<file path="config.mk">
export PLATFORM = sky130hd
export DESIGN_NAME = bitmap_chunk_allocator
export DESIGN_NICKNAME = d
export VERILOG_FILES = /design/src/bca_pkg.sv /design/src/bitmap_chunk_allocator.sv /design/src/bca_ctrl.sv /design/src/bca_dpath.sv
export SDC_FILE = /design/constraint.sdc
export NUM_CORES = 1
export LEC_CHECK = 0
export BUFFER_PORTS_ARGS = -buffer_cell sky130_fd_sc_hd__buf_2
export CORE_ASPECT_RATIO = 1.5
export CORE_MARGIN = 3
export CORE_UTILIZATION = 50
export DETAILED_ROUTE_END_ITERATION = 16
export PLACE_DENSITY = 0.78
export SYNTH_ARGS = -nofsm -noshare
export SYNTH_HDL_FRONTEND = slang
export SYNTH_SLANG_ARGS = --single-unit
</file>
<file path="constraint.sdc">
create_clock -name clk -period 6.2 [get_ports clk]
set_clock_uncertainty 0.05 [all_clocks]
set_input_delay 0.62 -clock clk [delete_from_list [all_inputs] [get_ports clk]]
set_output_delay 0.62 -clock clk [all_outputs]
set_load 0.03 [all_outputs]
</file>
<file path="src/bca_pkg.sv">
// Shared constants, codes and controller/datapath interface types
`default_nettype none

package bca_pkg;

	localparam int DEF_MAX_CHUNKS  = 256;
	localparam int DEF_ALIGN       = 8;

	localparam int OFF_W           = 20;
	localparam int CB_W            = 13;
	localparam int CHUNKS_W        = 9;
	localparam int CFG_W           = 13;
	localparam int CFG_IDX_W       = 1;
	localparam int SIZE_W          = 14;
	localparam int ST_W            = 2;
	localparam int DCNT_W          = $clog2(OFF_W + 1);

	localparam int CHUNK_BYTES_RST = 64;
	localparam int CHUNKS_RST      = 256;

	localparam logic OP_ALLOC = 1'b0;
	localparam logic OP_FREE  = 1'b1;

	localparam logic [CFG_IDX_W-1:0] CFG_CHUNK_BYTES = 1'b0;
	localparam logic [CFG_IDX_W-1:0] CFG_CHUNKS      = 1'b1;

	localparam logic [ST_W-1:0] ST_ALLOC = 2'd0;
	localparam logic [ST_W-1:0] ST_FULL  = 2'd1;
	localparam logic [ST_W-1:0] ST_FREED = 2'd2;
	localparam logic [ST_W-1:0] ST_RANGE = 2'd3;

	typedef struct packed {
		logic            clr_wr;
		logic            row_clr;
		logic            row_inc;
		logic            mem_rd;
		logic            rd_quot;
		logic            alloc_wr;
		logic            free_wr;
		logic            div_start;
		logic            size_quot;
		logic            size_load;
		logic            prod_load;
		logic            load_out;
		logic [ST_W-1:0] st;
	} cmd_t;

	typedef struct packed {
		logic div_done;
		logic found;
		logic last_row;
		logic clr_last;
		logic out_range;
		logic out_free;
		logic size_pend;
	} sts_t;

endpackage

`default_nettype wire

</file>
<file path="src/bitmap_chunk_allocator.sv">
// Top level of the bitmap first-fit chunk allocator
// One item at a time. After reset the occupancy memory is swept clear, one row
// of up to 32 chunks per cycle, every row of the memory; in_stall stays high
// meanwhile. An allocate reads the bitmap from row 0, each row read and then
// checked in turn; a full pool is reported when the last row holding chunks
// has no free bit, and a granted offset only after the offset multiply.
// A free divides the offset by the aligned chunk size in a one-bit-per-cycle
// divider; an index that is out of range is reported without a bitmap write.
// The next item can be taken once the finished word is loaded into the output
// register. A write of chunk_bytes recomputes the aligned size with a reciprocal
// multiply, holding in_stall high and cfg_ready low until the new size is loaded.
// A finished word sits in the output register while the next item is taken.
`default_nettype none

module bitmap_chunk_allocator #(
	parameter int MAX_CHUNKS = bca_pkg::DEF_MAX_CHUNKS,
	parameter int ALIGN      = bca_pkg::DEF_ALIGN
) (
	input  wire                              clk,
	input  wire                              arst_n,
	input  wire                              in_valid,
	output logic                             in_stall,
	input  wire                              op,
	input  wire  [bca_pkg::OFF_W-1:0]        release_offset,
	output logic                             out_valid,
	input  wire                              out_stall,
	output logic [bca_pkg::OFF_W-1:0]        granted_offset,
	output logic [bca_pkg::ST_W-1:0]         status,
	input  wire                              cfg_valid,
	output logic                             cfg_ready,
	input  wire  [bca_pkg::CFG_IDX_W-1:0]    cfg_index,
	input  wire  [bca_pkg::CFG_W-1:0]        cfg_data
);
	import bca_pkg::*;

	cmd_t cmd;
	sts_t sts;
	logic cfg_we;

	assign cfg_we = cfg_valid && cfg_ready;

	bca_ctrl u_ctrl (
		.clk       (clk),
		.arst_n    (arst_n),
		.in_valid  (in_valid),
		.op        (op),
		.in_stall  (in_stall),
		.cfg_ready (cfg_ready),
		.sts       (sts),
		.cmd       (cmd)
	);

	bca_dpath #(
		.MAX_CHUNKS (MAX_CHUNKS),
		.ALIGN      (ALIGN)
	) u_dpath (
		.clk            (clk),
		.arst_n         (arst_n),
		.cmd            (cmd),
		.sts            (sts),
		.cfg_we         (cfg_we),
		.cfg_index      (cfg_index),
		.cfg_data       (cfg_data),
		.release_offset (release_offset),
		.out_stall      (out_stall),
		.out_valid      (out_valid),
		.granted_offset (granted_offset),
		.status         (status)
	);

endmodule

`default_nettype wire

</file>
<file path="src/bca_ctrl.sv">
// Sequencer for reset sweep, size update, allocate scan and free
`default_nettype none

module bca_ctrl (
	input  wire             clk,
	input  wire             arst_n,
	input  wire             in_valid,
	input  wire             op,
	output logic            in_stall,
	output logic            cfg_ready,
	input  bca_pkg::sts_t   sts,
	output bca_pkg::cmd_t   cmd
);
	import bca_pkg::*;

	typedef enum logic [2:0] {
		S_CLEAR,
		S_IDLE,
		S_SIZE,
		S_AREAD,
		S_ACHECK,
		S_AMUL,
		S_FDIV,
		S_FWRITE
	} state_t;

	state_t          state_q, state_d;
	logic            done_q, done_d;
	logic [ST_W-1:0] st_q, st_d;
	logic            accept;

	assign in_stall  = !(state_q == S_IDLE && !done_q && !sts.size_pend);
	assign cfg_ready = state_q != S_SIZE && !sts.size_pend;
	assign accept    = in_valid && !in_stall;

	always_comb begin
		state_d = state_q;
		done_d  = done_q;
		st_d    = st_q;
		cmd     = '0;
		cmd.st  = st_q;
		if (done_q) begin
			if (sts.out_free) begin
				cmd.load_out = 1'b1;
				done_d       = 1'b0;
			end
		end else begin
			unique case (state_q)
				S_CLEAR: begin
					cmd.clr_wr  = 1'b1;
					cmd.row_inc = 1'b1;
					if (sts.clr_last) state_d = S_IDLE;
				end
				S_IDLE: begin
					if (sts.size_pend) begin
						cmd.size_quot = 1'b1;
						state_d       = S_SIZE;
					end else if (accept) begin
						if (op == OP_ALLOC) begin
							cmd.row_clr = 1'b1;
							state_d     = S_AREAD;
						end else begin
							cmd.div_start = 1'b1;
							state_d       = S_FDIV;
						end
					end
				end
				S_SIZE: begin
					cmd.size_load = 1'b1;
					state_d       = S_IDLE;
				end
				S_AREAD: begin
					cmd.mem_rd = 1'b1;
					state_d    = S_ACHECK;
				end
				S_ACHECK: begin
					if (sts.found) begin
						cmd.alloc_wr = 1'b1;
						state_d      = S_AMUL;
					end else if (sts.last_row) begin
						st_d    = ST_FULL;
						done_d  = 1'b1;
						state_d = S_IDLE;
					end else begin
						cmd.row_inc = 1'b1;
						state_d     = S_AREAD;
					end
				end
				S_AMUL: begin
					cmd.prod_load = 1'b1;
					st_d          = ST_ALLOC;
					done_d        = 1'b1;
					state_d       = S_IDLE;
				end
				S_FDIV: begin
					if (sts.div_done) begin
						if (sts.out_range) begin
							st_d    = ST_RANGE;
							done_d  = 1'b1;
							state_d = S_IDLE;
						end else begin
							cmd.mem_rd  = 1'b1;
							cmd.rd_quot = 1'b1;
							state_d     = S_FWRITE;
						end
					end
				end
				S_FWRITE: begin
					cmd.free_wr = 1'b1;
					st_d        = ST_FREED;
					done_d      = 1'b1;
					state_d     = S_IDLE;
				end
				default: state_d = S_IDLE;
			endcase
		end
	end

	always_ff @(posedge clk or negedge arst_n) begin
		if (!arst_n) begin
			state_q <= S_CLEAR;
			done_q  <= 1'b0;
			st_q    <= ST_ALLOC;
		end else begin
			state_q <= state_d;
			done_q  <= done_d;
			st_q    <= st_d;
		end
	end

endmodule

`default_nettype wire

</file>
<file path="src/bca_dpath.sv">
// Occupancy memory, config registers, offset divider, offset multiplier, output register
`default_nettype none

module bca_dpath #(
	parameter int MAX_CHUNKS = bca_pkg::DEF_MAX_CHUNKS,
	parameter int ALIGN      = bca_pkg::DEF_ALIGN
) (
	input  wire                              clk,
	input  wire                              arst_n,
	input  bca_pkg::cmd_t                    cmd,
	output bca_pkg::sts_t                    sts,
	input  wire                              cfg_we,
	input  wire  [bca_pkg::CFG_IDX_W-1:0]    cfg_index,
	input  wire  [bca_pkg::CFG_W-1:0]        cfg_data,
	input  wire  [bca_pkg::OFF_W-1:0]        release_offset,
	input  wire                              out_stall,
	output logic                             out_valid,
	output logic [bca_pkg::OFF_W-1:0]        granted_offset,
	output logic [bca_pkg::ST_W-1:0]         status
);
	import bca_pkg::*;

	localparam int IDX_W    = $clog2(MAX_CHUNKS);
	localparam int ROW_BITS = (IDX_W > 5) ? 5 : IDX_W - 1;
	localparam int ROW_W    = 2 ** ROW_BITS;
	localparam int ROW_AW   = IDX_W - ROW_BITS;
	localparam int ROWS     = 2 ** ROW_AW;
	localparam int CNT_W    = $clog2(MAX_CHUNKS + 1);
	localparam int CMP_W    = IDX_W + 1;
	localparam int SIZE_RST = ((CHUNK_BYTES_RST + ALIGN - 1) / ALIGN) * ALIGN;
	localparam int RCP_SH   = SIZE_W + $clog2(ALIGN);
	localparam int RCP_W    = RCP_SH + 1;
	localparam int RP_W     = SIZE_W + RCP_W;
	localparam int RCP      = (2 ** RCP_SH) / ALIGN + 1;

	logic [ROW_W-1:0]        occ_mem [ROWS];
	logic [ROW_W-1:0]        rd_q;
	logic [ROW_AW-1:0]       row_q;
	logic [ROW_AW-1:0]       rd_addr, wr_addr, qrow;
	logic [ROW_BITS-1:0]     qbit, fbit;
	logic [ROW_W-1:0]        avail;
	logic [IDX_W-1:0]        base;

	logic [CB_W-1:0]         chunk_bytes_q;
	logic [CHUNKS_W-1:0]     chunks_q;
	logic                    size_pend_q;
	logic [SIZE_W-1:0]       size_q;
	logic [CNT_W-1:0]        count;

	logic [OFF_W-1:0]        dvd_q;
	logic [SIZE_W-1:0]       dsr_q, rem_q;
	logic [DCNT_W-1:0]       dcnt_q;
	logic [SIZE_W:0]         trial;
	logic                    ge;
	logic [SIZE_W-1:0]       req, size_dvd;
	logic [RP_W-1:0]         rcp_prod;
	logic [SIZE_W-1:0]       quo_q;

	logic [IDX_W-1:0]        idx_q;
	logic [IDX_W+SIZE_W-1:0] prod_q;

	logic                    out_valid_q;
	logic [OFF_W-1:0]        granted_q;
	logic [ST_W-1:0]         status_q;
	logic                    out_free;

	always_comb begin
		if (32'(chunks_q) > 32'(MAX_CHUNKS)) count = CNT_W'(MAX_CHUNKS);
		else count = CNT_W'(chunks_q);
	end

	assign qrow    = dvd_q[IDX_W-1:ROW_BITS];
	assign qbit    = dvd_q[ROW_BITS-1:0];
	assign rd_addr = cmd.rd_quot ? qrow : row_q;
	assign wr_addr = cmd.free_wr ? qrow : row_q;
	assign base    = {row_q, ROW_BITS'(0)};

	always_comb begin
		fbit = '0;
		for (int b = ROW_W - 1; b >= 0; b--) begin
			avail[b] = !rd_q[b] && ((CMP_W'(base) + CMP_W'(b)) < CMP_W'(count));
			if (avail[b]) fbit = ROW_BITS'(b);
		end
	end

	assign req      = (chunk_bytes_q == '0) ? SIZE_W'(1) : SIZE_W'(chunk_bytes_q);
	assign size_dvd = req + SIZE_W'(ALIGN - 1);
	assign rcp_prod = RP_W'(size_dvd) * RP_W'(RCP);
	assign trial    = {rem_q, dvd_q[OFF_W-1]};
	assign ge       = trial >= {1'b0, dsr_q};
	assign out_free = !out_valid_q || !out_stall;

	always_comb begin
		sts           = '0;
		sts.div_done  = dcnt_q == '0;
		sts.found     = |avail;
		sts.last_row  = (CMP_W'(base) + CMP_W'(ROW_W)) >= CMP_W'(count);
		sts.clr_last  = &row_q;
		sts.out_range = dvd_q >= OFF_W'(count);
		sts.out_free  = out_free;
		sts.size_pend = size_pend_q;
	end

	always_ff @(posedge clk) begin
		if (cmd.mem_rd) rd_q <= occ_mem[rd_addr];
		if (cmd.clr_wr) occ_mem[wr_addr] <= '0;
		else if (cmd.alloc_wr) occ_mem[wr_addr] <= rd_q | (ROW_W'(1) << fbit);
		else if (cmd.free_wr) occ_mem[wr_addr] <= rd_q & ~(ROW_W'(1) << qbit);
	end

	always_ff @(posedge clk) begin
		if (cmd.div_start) begin
			dvd_q <= release_offset;
			dsr_q <= size_q;
			rem_q <= '0;
		end else if (dcnt_q != '0) begin
			rem_q <= ge ? SIZE_W'(trial - {1'b0, dsr_q}) : SIZE_W'(trial);
			dvd_q <= {dvd_q[OFF_W-2:0], ge};
		end
		if (cmd.size_quot) quo_q <= rcp_prod[RCP_SH +: SIZE_W];
		if (cmd.alloc_wr) idx_q <= {row_q, fbit};
		if (cmd.prod_load) prod_q <= idx_q * size_q;
		if (cmd.load_out) begin
			granted_q <= (cmd.st == ST_ALLOC) ? OFF_W'(prod_q) : '0;
			status_q  <= cmd.st;
		end
	end

	always_ff @(posedge clk or negedge arst_n) begin
		if (!arst_n) begin
			row_q         <= '0;
			dcnt_q        <= '0;
			chunk_bytes_q <= CB_W'(CHUNK_BYTES_RST);
			chunks_q      <= CHUNKS_W'(CHUNKS_RST);
			size_pend_q   <= 1'b0;
			size_q        <= SIZE_W'(SIZE_RST);
			out_valid_q   <= 1'b0;
		end else begin
			if (cmd.row_clr) row_q <= '0;
			else if (cmd.row_inc) row_q <= row_q + 1'b1;
			if (cmd.div_start) dcnt_q <= DCNT_W'(OFF_W);
			else if (dcnt_q != '0) dcnt_q <= dcnt_q - 1'b1;
			if (cmd.size_load) begin
				size_q      <= SIZE_W'(quo_q * ALIGN);
				size_pend_q <= 1'b0;
			end
			if (cfg_we) begin
				unique case (cfg_index)
					CFG_CHUNK_BYTES: begin
						chunk_bytes_q <= cfg_data;
						size_pend_q   <= 1'b1;
					end
					CFG_CHUNKS: chunks_q <= cfg_data[CHUNKS_W-1:0];
					default: ;
				endcase
			end
			if (cmd.load_out) out_valid_q <= 1'b1;
			else if (!out_stall) out_valid_q <= 1'b0;
		end
	end

	assign out_valid      = out_valid_q;
	assign granted_offset = granted_q;
	assign status         = status_q;

endmodule

`default_nettype wire

</file>
==> results of run 1 <==
[layer usage]
| metal | GRT usage, % | routed length (microns) | up-vias |
|---|---|---|---|
| met5 | 0 | 0 | - |
| met4 | 11.5 | 2750 | 0 |
| met3 | 2.96 | 2920 | 186 |
| met2 | 42.4 | 28900 | 547 |
| met1 | 25.5 | 18700 | 7269 |
| li1 | - | - | 6661 |
[synthesized netlist by cell type (11+ instances only)]
cell type / number / share of area (%)
mux2_2: 34 / 1.7
edfxtp_1: 374 / 51
o22a_1: 11 / 0.43
a31oi_1: 23 / 0.65
clkbuf_1: 62 / 1.0
o22ai_1: 13 / 0.37
dfxtp_1: 14 / 1.3
ha_1: 63 / 3.5
a22o_1: 34 / 1.3
nand2_1: 152 / 2.6
mux2i_1: 138 / 6.2
nor4_1: 18 / 0.51
and2_1: 71 / 2.0
nor3_1: 19 / 0.43
xnor2_1: 27 / 1.1
nand3_1: 25 / 0.56
a21o_1: 14 / 0.47
nand2b_1: 20 / 0.56
fa_1: 54 / 4.9
a221oi_1: 36 / 1.4
nor2b_1: 14 / 0.39
a21oi_1: 88 / 2.0
inv_1: 105 / 1.8
dfrtp_1: 46 / 5.2
buf_2: 23 / 0.52
nor2_1: 84 / 1.4
o21ai_0: 54 / 1.2
[area by class of cell]
| class | count | area share, % |
|---|---|---|
| sequential | 437 | 51.7 |
| multi-input combinational | 1143 | 35.8 |
| clock buffer | 51 | 4.31 |
| tap | 576 | 2.92 |
| timing repair buffer | 101 | 2.61 |
| inverter | 105 | 1.60 |
| clock inverter | 23 | 1.06 |
[cell families after synthesis]
group	Yosys count	share of synthesized area (%)
xor+xnor	34	1.34
fa+ha+maj	117	8.41
compound gates	354	10.9
buf+inv	200	3.56
flops	437	57.3
other cells	1	0.0169
simple gates	462	10.4
mux	173	7.99
[final timing paths]
kind / to / slack [ps] / cells after the start
setup / recovery: u_dpath.occ_mem[7][22]$_DFFE_PP_ / 370 / 13
hold / removal: u_dpath.dcnt_q[3]$_DFFE_PN0P_ / 130 / 2
setup reg to reg: u_dpath.occ_mem[7][22]$_DFFE_PP_ / 370 / 13
hold reg to reg: u_dpath.rem_q[2]$_SDFFE_PP0P_ / 420 / 2
max in group asynchronous: u_dpath.size_q[11]$_DFFE_PN0P_ / 5470 / 2
min in group clk: u_dpath.chunk_bytes_q[11]$_DFFE_PN0P_ / 260 / 3
[per-stage QoR]
stage,worst slack (ps),cells,instance area (sq um)
2_1_floorplan,-525,1780,22200
3_3_place_gp,726,2362,23300
3_5_place_dp,512,2362,23300
4_1_cts,498,2436,24700
5_1_grt,90.1,2436,24700
6_report,369,2436,24700
[worst register-to-register path: stages, from the launching register on]
cell and delay, ps:
dfstp_2 760, inv_1 300, nand2_1 230, ha_1 290, and3b_1 610, a41oi_1 330
o41a_1 530, a211o_1 290, or3b_4 450, nor2b_1 210, nand2_1 80, a21oi_1 730
nor4_2 310, buf_4 350
[sequential cells by signal (all words and copies together) (netlist names), 2 cells and up]
| register | count |
|---|---|
| u_dpath.row_q | 3 |
| u_dpath.chunks_q | 9 |
| u_dpath.dcnt_q | 5 |
| u_dpath.occ_mem | 256 |
| u_dpath.size_q | 11 |
| u_dpath.dvd_q | 20 |
| u_dpath.status | 2 |
| u_ctrl.st_q | 2 |
| u_dpath.idx_q | 8 |
| u_dpath.chunk_bytes_q | 13 |
| u_dpath.rd_q | 32 |
| u_dpath.prod_q | 17 |
| u_ctrl.state_q | 3 |
| u_dpath.granted_offset | 17 |
| u_dpath.quo_q | 11 |
| u_dpath.rem_q | 14 |
| u_dpath.dsr_q | 11 |
==> results.ini, run 1 <==
[drt]
drt-pass1-iter-count=6
route.detailed.drc=0
wl_mm=53.3
wire_per_inst_microns=21.9
first_iter_violations=1087
ant_nets=0
drt-vias-per-instance=6.02
vias=14663

[clock_network]
clock_sinks=437
clockBufferDepth=3
insertion_delay_ps=560
numCtsBuffers=41
root_buffer=clkbuf_16
cts-htree-levels=2
cts_resized=0
ctsHoldBuffers=0
cts_tree=yes
post-cts-setup-buffers=0
path_clk_slew_ps=60

[cells_and_area]
layout-drive-gt1-share_pct=12.7
fill_cells=3526
layout_common_cells=edfxtp_1, nand2_1, mux2i_1
area_growth_syn_to_layout_pct=11.0
final_nets=1986
final_util_pct=56.2
seqCellArea_sq_um=12700
final_common_cell=edfxtp_1
multi_input_area_sq_um=8830
diodes=0

[synth]
syn-cell-area_sq_um=22200
yosysSeqAreaShare_pct=57.3
synth_area_per_cell_sq_um=12.5
syn_inst=1778
synth_edf_count=374
yosysWarnings=0
yosys_register_bits=437
synthDistinctLibCells=77
async_flop_share_pct=11.2
synth_ff_type=edfxtp_1

[sta]
finalHoldViolCount=0
clock.fmax_mhz=171
tightestPinTransition_ps=1230
drv_slew=0
tns_ps=0
rsz0062_at_grt=no
finalCritPeriodShare_pct=94.0
fin_crit_ps=5830
setup-violations-final=0
relSlewSlack_pct=16.4
holdWs_ps=132

[floorplanning]
initial_core_util_pct=50.6
die_w_microns=178
rows=94
ios=65
core_area_sq_um=43900
dieArea_sq_um=47100
die_height_microns=264

[run]
drv_cap=0

[worst_setup_path]
crit_path_start=u_dpath.chunks_q[8]$_DFFE_PN1P_
crit_arrival_ps=6030
slowest_stage=dfstp_2
required_ps=6400
crit_buf_inv=2
path_cells=inv_1 -> nand2_1 -> ha_1 -> and3b_1 -> a41oi_1 -> o41a_1 -> a211o_1 -> or3b_4 -> nor2b_1 -> nand2_1 -> a21oi_1 -> nor4_2 -> buf_4
reg2reg_from=u_dpath.chunks_q[8]$_DFFE_PN1P_
cp_max_fo=24
cp_common_cell=nand2_1
critPathKind=reg -> reg
cpPeakStageDelay_ps=760
cp-end-kind=register
startpoint_type=register
critPathTopFamily=simple AND/OR/NAND/NOR gates

[min_path]
hold_path_class=in -> async

[placed_design]
detailed_place_hpwl_mm=37.7
routabilityCongestion=0.969
portBuffers=61

[global_route]
grt_pass1_wl_mm=83.7
grt_max_degree=50
antenna_found_initial=0
grt_overflow_total=0
grt_pass1_vias=15262
grt.total_usage_pct=22.9

[run_status]
outcome=finished clean

Power of run 1 is not shown: default switching activity piles up to over one toggle a cycle in this logic, so the estimate is an artifact.
==> inputs of run 2 (changes only) <==
- ABC_AREA: not set -> 1
- PLACE_DENSITY: 0.78 -> 0.69
==> run 2 against run 1 <==
Against the previous run:
- hold slack improved by 1.5 ps
- clock-buffer cell count decreased by 2
- synthesized cell count increased by 25%
- wire length decreased by 1.7%
- non-clock buffer count decreased by 17
- design area decreased by 0.95%
- register-to-register slack improved by 160 ps
- critical path type unchanged
- critical endpoint is now u_dpath.occ_mem[1][20]$_DFFE_PP_
==> results.ini, run 2 <==
[global_route]
grt_overflow_total=0  ; unchanged
grt_pass1_vias=15737  ; was 15262
grt_pass1_wl_mm=83.7  ; about the same
antenna_found_initial=0  ; unchanged
grt_max_degree=129  ; was 50
grt.total_usage_pct=22.5  ; was 22.9%

[drt]
vias=15658  ; was 14663
route.detailed.drc=0  ; unchanged
wire_per_inst_microns=18.4  ; was 21.9 microns
drt-vias-per-instance=5.50  ; was 6.02
drt-pass1-iter-count=5  ; was 6
wl_mm=52.4  ; was 53.3 mm
ant_nets=0  ; unchanged
first_iter_violations=1234  ; was 1087

[sta]
tightestPinTransition_ps=1210  ; was 1230 ps
setup-violations-final=0  ; unchanged
tns_ps=0  ; unchanged
clock.fmax_mhz=176  ; was 171 MHz
relSlewSlack_pct=19.4  ; was 16.4%
drv_slew=0  ; unchanged
finalCritPeriodShare_pct=91.4  ; was 94.0%
finalHoldViolCount=0  ; unchanged
fin_crit_ps=5670  ; was 5830 ps
rsz0062_at_grt=yes  ; was no

[cells_and_area]
final_util_pct=56.3  ; was 56.2%
layout_common_cells=nand2_1, edfxtp_1, inv_1  ; was edfxtp_1, nand2_1, mux2i_1
final_common_cell=nand2_1  ; was edfxtp_1
top_regs=u_dpath.occ_mem x256, u_dpath.rd_q x32, u_dpath.dvd_q x20  ; unchanged
diodes=0  ; unchanged
largest_reg_flops=256  ; unchanged
final_nets=2407  ; was 1986
layout-drive-gt1-share_pct=8.70  ; was 12.7%
top_register=u_dpath.occ_mem  ; unchanged
area_growth_syn_to_layout_pct=10.1  ; was 11.0%

[worst_setup_path]
required_ps=6330  ; was 6400 ps
cp_common_cell=nand2_1  ; unchanged
cp_max_fo=16  ; was 24
crit_arrival_ps=5800  ; was 6030 ps
slowest_stage=nor2_4  ; was dfstp_2
reg2reg_depth=31  ; was 13
r2r-end=u_dpath.occ_mem[1][20]$_DFFE_PP_  ; was u_dpath.occ_mem[7][22]$_DFFE_PP_
cp-end-kind=register  ; unchanged
reg2reg_from=u_dpath.chunks_q[2]$_DFFE_PN0P_  ; was u_dpath.chunks_q[8]$_DFFE_PN1P_
cpPeakStageDelay_ps=540  ; was 760 ps
startpoint_type=register  ; unchanged
rrSetupSlack_ps=530  ; was 370 ps
critPathKind=reg -> reg  ; unchanged

[synth]
synth_edf_count=374  ; unchanged
synthDistinctLibCells=51  ; was 77
synth_area_per_cell_sq_um=10.0  ; was 12.5 sq um
yosys_register_bits=437  ; unchanged
async_flop_share_pct=11.2  ; unchanged
synth_ff_type=edfxtp_1  ; unchanged
post-synth-top-count-cell=nand2_1  ; was edfxtp_1
synth_commonest_cells=nand2_1, edfxtp_1, inv_1, nor2_1, o21ai_0  ; was edfxtp_1, nand2_1, mux2i_1, inv_1, a21oi_1
yosysSeqAreaShare_pct=57.4  ; was 57.3%
yosysWarnings=0  ; unchanged
synth_top_area_share_pct=50.6  ; was 50.5%
synth.area.top_cells=edfxtp_1, nand2_1, dfrtp_1  ; was edfxtp_1, mux2i_1, dfrtp_1
yosysTopAreaCell=edfxtp_1  ; unchanged
syn_inst=2219  ; was 1778
syn-cell-area_sq_um=22200  ; about the same

[min_path]
hold_path_class=in -> async  ; unchanged

[clock_network]
clock_sinks=437  ; unchanged
path_clk_slew_ps=70  ; was 60 ps
post-cts-setup-buffers=0  ; unchanged
clockBufferDepth=3  ; unchanged
numCtsBuffers=42  ; was 41
cts-htree-levels=2  ; unchanged
insertion_delay_ps=550  ; was 560 ps
root_buffer=clkbuf_16  ; unchanged
ctsHoldBuffers=0  ; unchanged
cts_tree=yes  ; unchanged

[floorplanning]
rows=93  ; was 94
dieArea_sq_um=47000  ; was 47100 sq um
initial_core_util_pct=51.1  ; was 50.6%
die_height_microns=264  ; about the same
die_w_microns=178  ; about the same
core_area_sq_um=43400  ; was 43900 sq um
ios=65  ; unchanged

[power_and_ir_drop]
power_density_nw_per_um2=596
leakage_nw=10.1
peakVddDrop_v=0.000413

[run_status]
outcome=finished clean  ; unchanged

[run]
drv_cap=0  ; unchanged

[placed_design]
portBuffers=61  ; unchanged
routabilityCongestion=0.960  ; was 0.969
detailed_place_hpwl_mm=37.1  ; was 37.7 mm

==> run 2: through the flow <==
stage	hold slack [ps]	power, mW	instances	instance area (sq um)	setup WS, ps
CTS	136	14.6	2845	24400	186
global route	176	15.9	2846	24400	-12.3
detailed placement	387	12.2	2775	23100	231
global placement	382	12.0	2775	23100	358
floorplan	274	10.2	2221	22200	899
finish	134	14.6	2846	24400	534
==> run 2: timing repair <==
item | CTS | global route
endpoints found under the hold margin | 0 | 0
setup endpoints to repair | 0 | 224
gates resized for setup | 0 | 9
==> run 2: how the worst max path moves through the flow <==
stage / startpoint / end / slack, ps
3_3_place_gp: u_dpath.chunks_q[2]$_DFFE_PN0P_ / u_dpath.occ_mem[1][7]$_DFFE_PP_ / 360
5_1_grt: u_dpath.chunks_q[2]$_DFFE_PN0P_ / u_dpath.occ_mem[1][12]$_DFFE_PP_ / -10
4_1_cts: u_dpath.chunks_q[2]$_DFFE_PN0P_ / u_dpath.occ_mem[1][1]$_DFFE_PP_ / 190
6_report: u_dpath.chunks_q[2]$_DFFE_PN0P_ / u_dpath.occ_mem[1][20]$_DFFE_PP_ / 530
2_1_floorplan: u_dpath.chunks_q[2]$_DFFE_PN0P_ / u_dpath.occ_mem[7][0]$_DFFE_PP_ / 900
3_5_place_dp: u_dpath.chunks_q[2]$_DFFE_PN0P_ / u_dpath.occ_mem[1][20]$_DFFE_PP_ / 230
==> run 2: layout make-up <==
| cell class | instances | area (sq um) |
|---|---|---|
| Clock buffer | 49 | 1100 |
| Inverter | 279 | 1050 |
| Timing Repair Buffer | 84 | 519 |
| Fill cell | 3720 | 19000 |
| Sequential cell | 437 | 12700 |
| Tap cell | 570 | 713 |
| Multi-Input combinational cell | 1406 | 8110 |
| Clock inverter | 21 | 189 |
==> run 2: report_power, final <==
| part | switching [mW] | total, mW | leakage, nW | internal, mW |
|---|---|---|---|---|
| Sequential | 0.559 | 4.94 | 4.10 | 4.38 |
| Combinational | 4.62 | 7.18 | 5.40 | 2.56 |
| Clock | 1.07 | 2.43 | 0.629 | 1.36 |
| Total | 6.25 | 14.6 | 10.1 | 8.30 |
==> run 2: logic make-up after synthesis <==
logic type,share of synthesized area [%]
DFF,57.4
xor gates and xnor gates,1.22
adders and majority gates,8.43
muxes,0.400
other,0.0169
and+or+nand+nor,16.3
buffers and inverters,6.54
AOI/OAI and AO/OA,9.67
==> run 2: critical path, delay by kind of cell, from the launching register on <==
family | cells | cell delay, ps
adder cells (fa/ha/maj) | 1 | 370
flip-flops | 1 | 420
AND/OR/NAND/NOR | 19 | 2750
AO/OA/AOI/OAI | 3 | 510
buffers and inverters | 8 | 1170
==> run 2: metal layers <==
| layer | global-route usage [%] | part of all wire [%] | up-vias |
|---|---|---|---|
| li1 | - | - | 7516 |
| met1 | 27.5 | 39 | 7557 |
| met2 | 39.4 | 52 | 442 |
| met3 | 2.70 | 4.3 | 143 |
| met4 | 10.5 | 4.8 | 0 |
| met5 | 0 | 0 | - |
No activity file was read; power rests on OpenSTA's default activity.
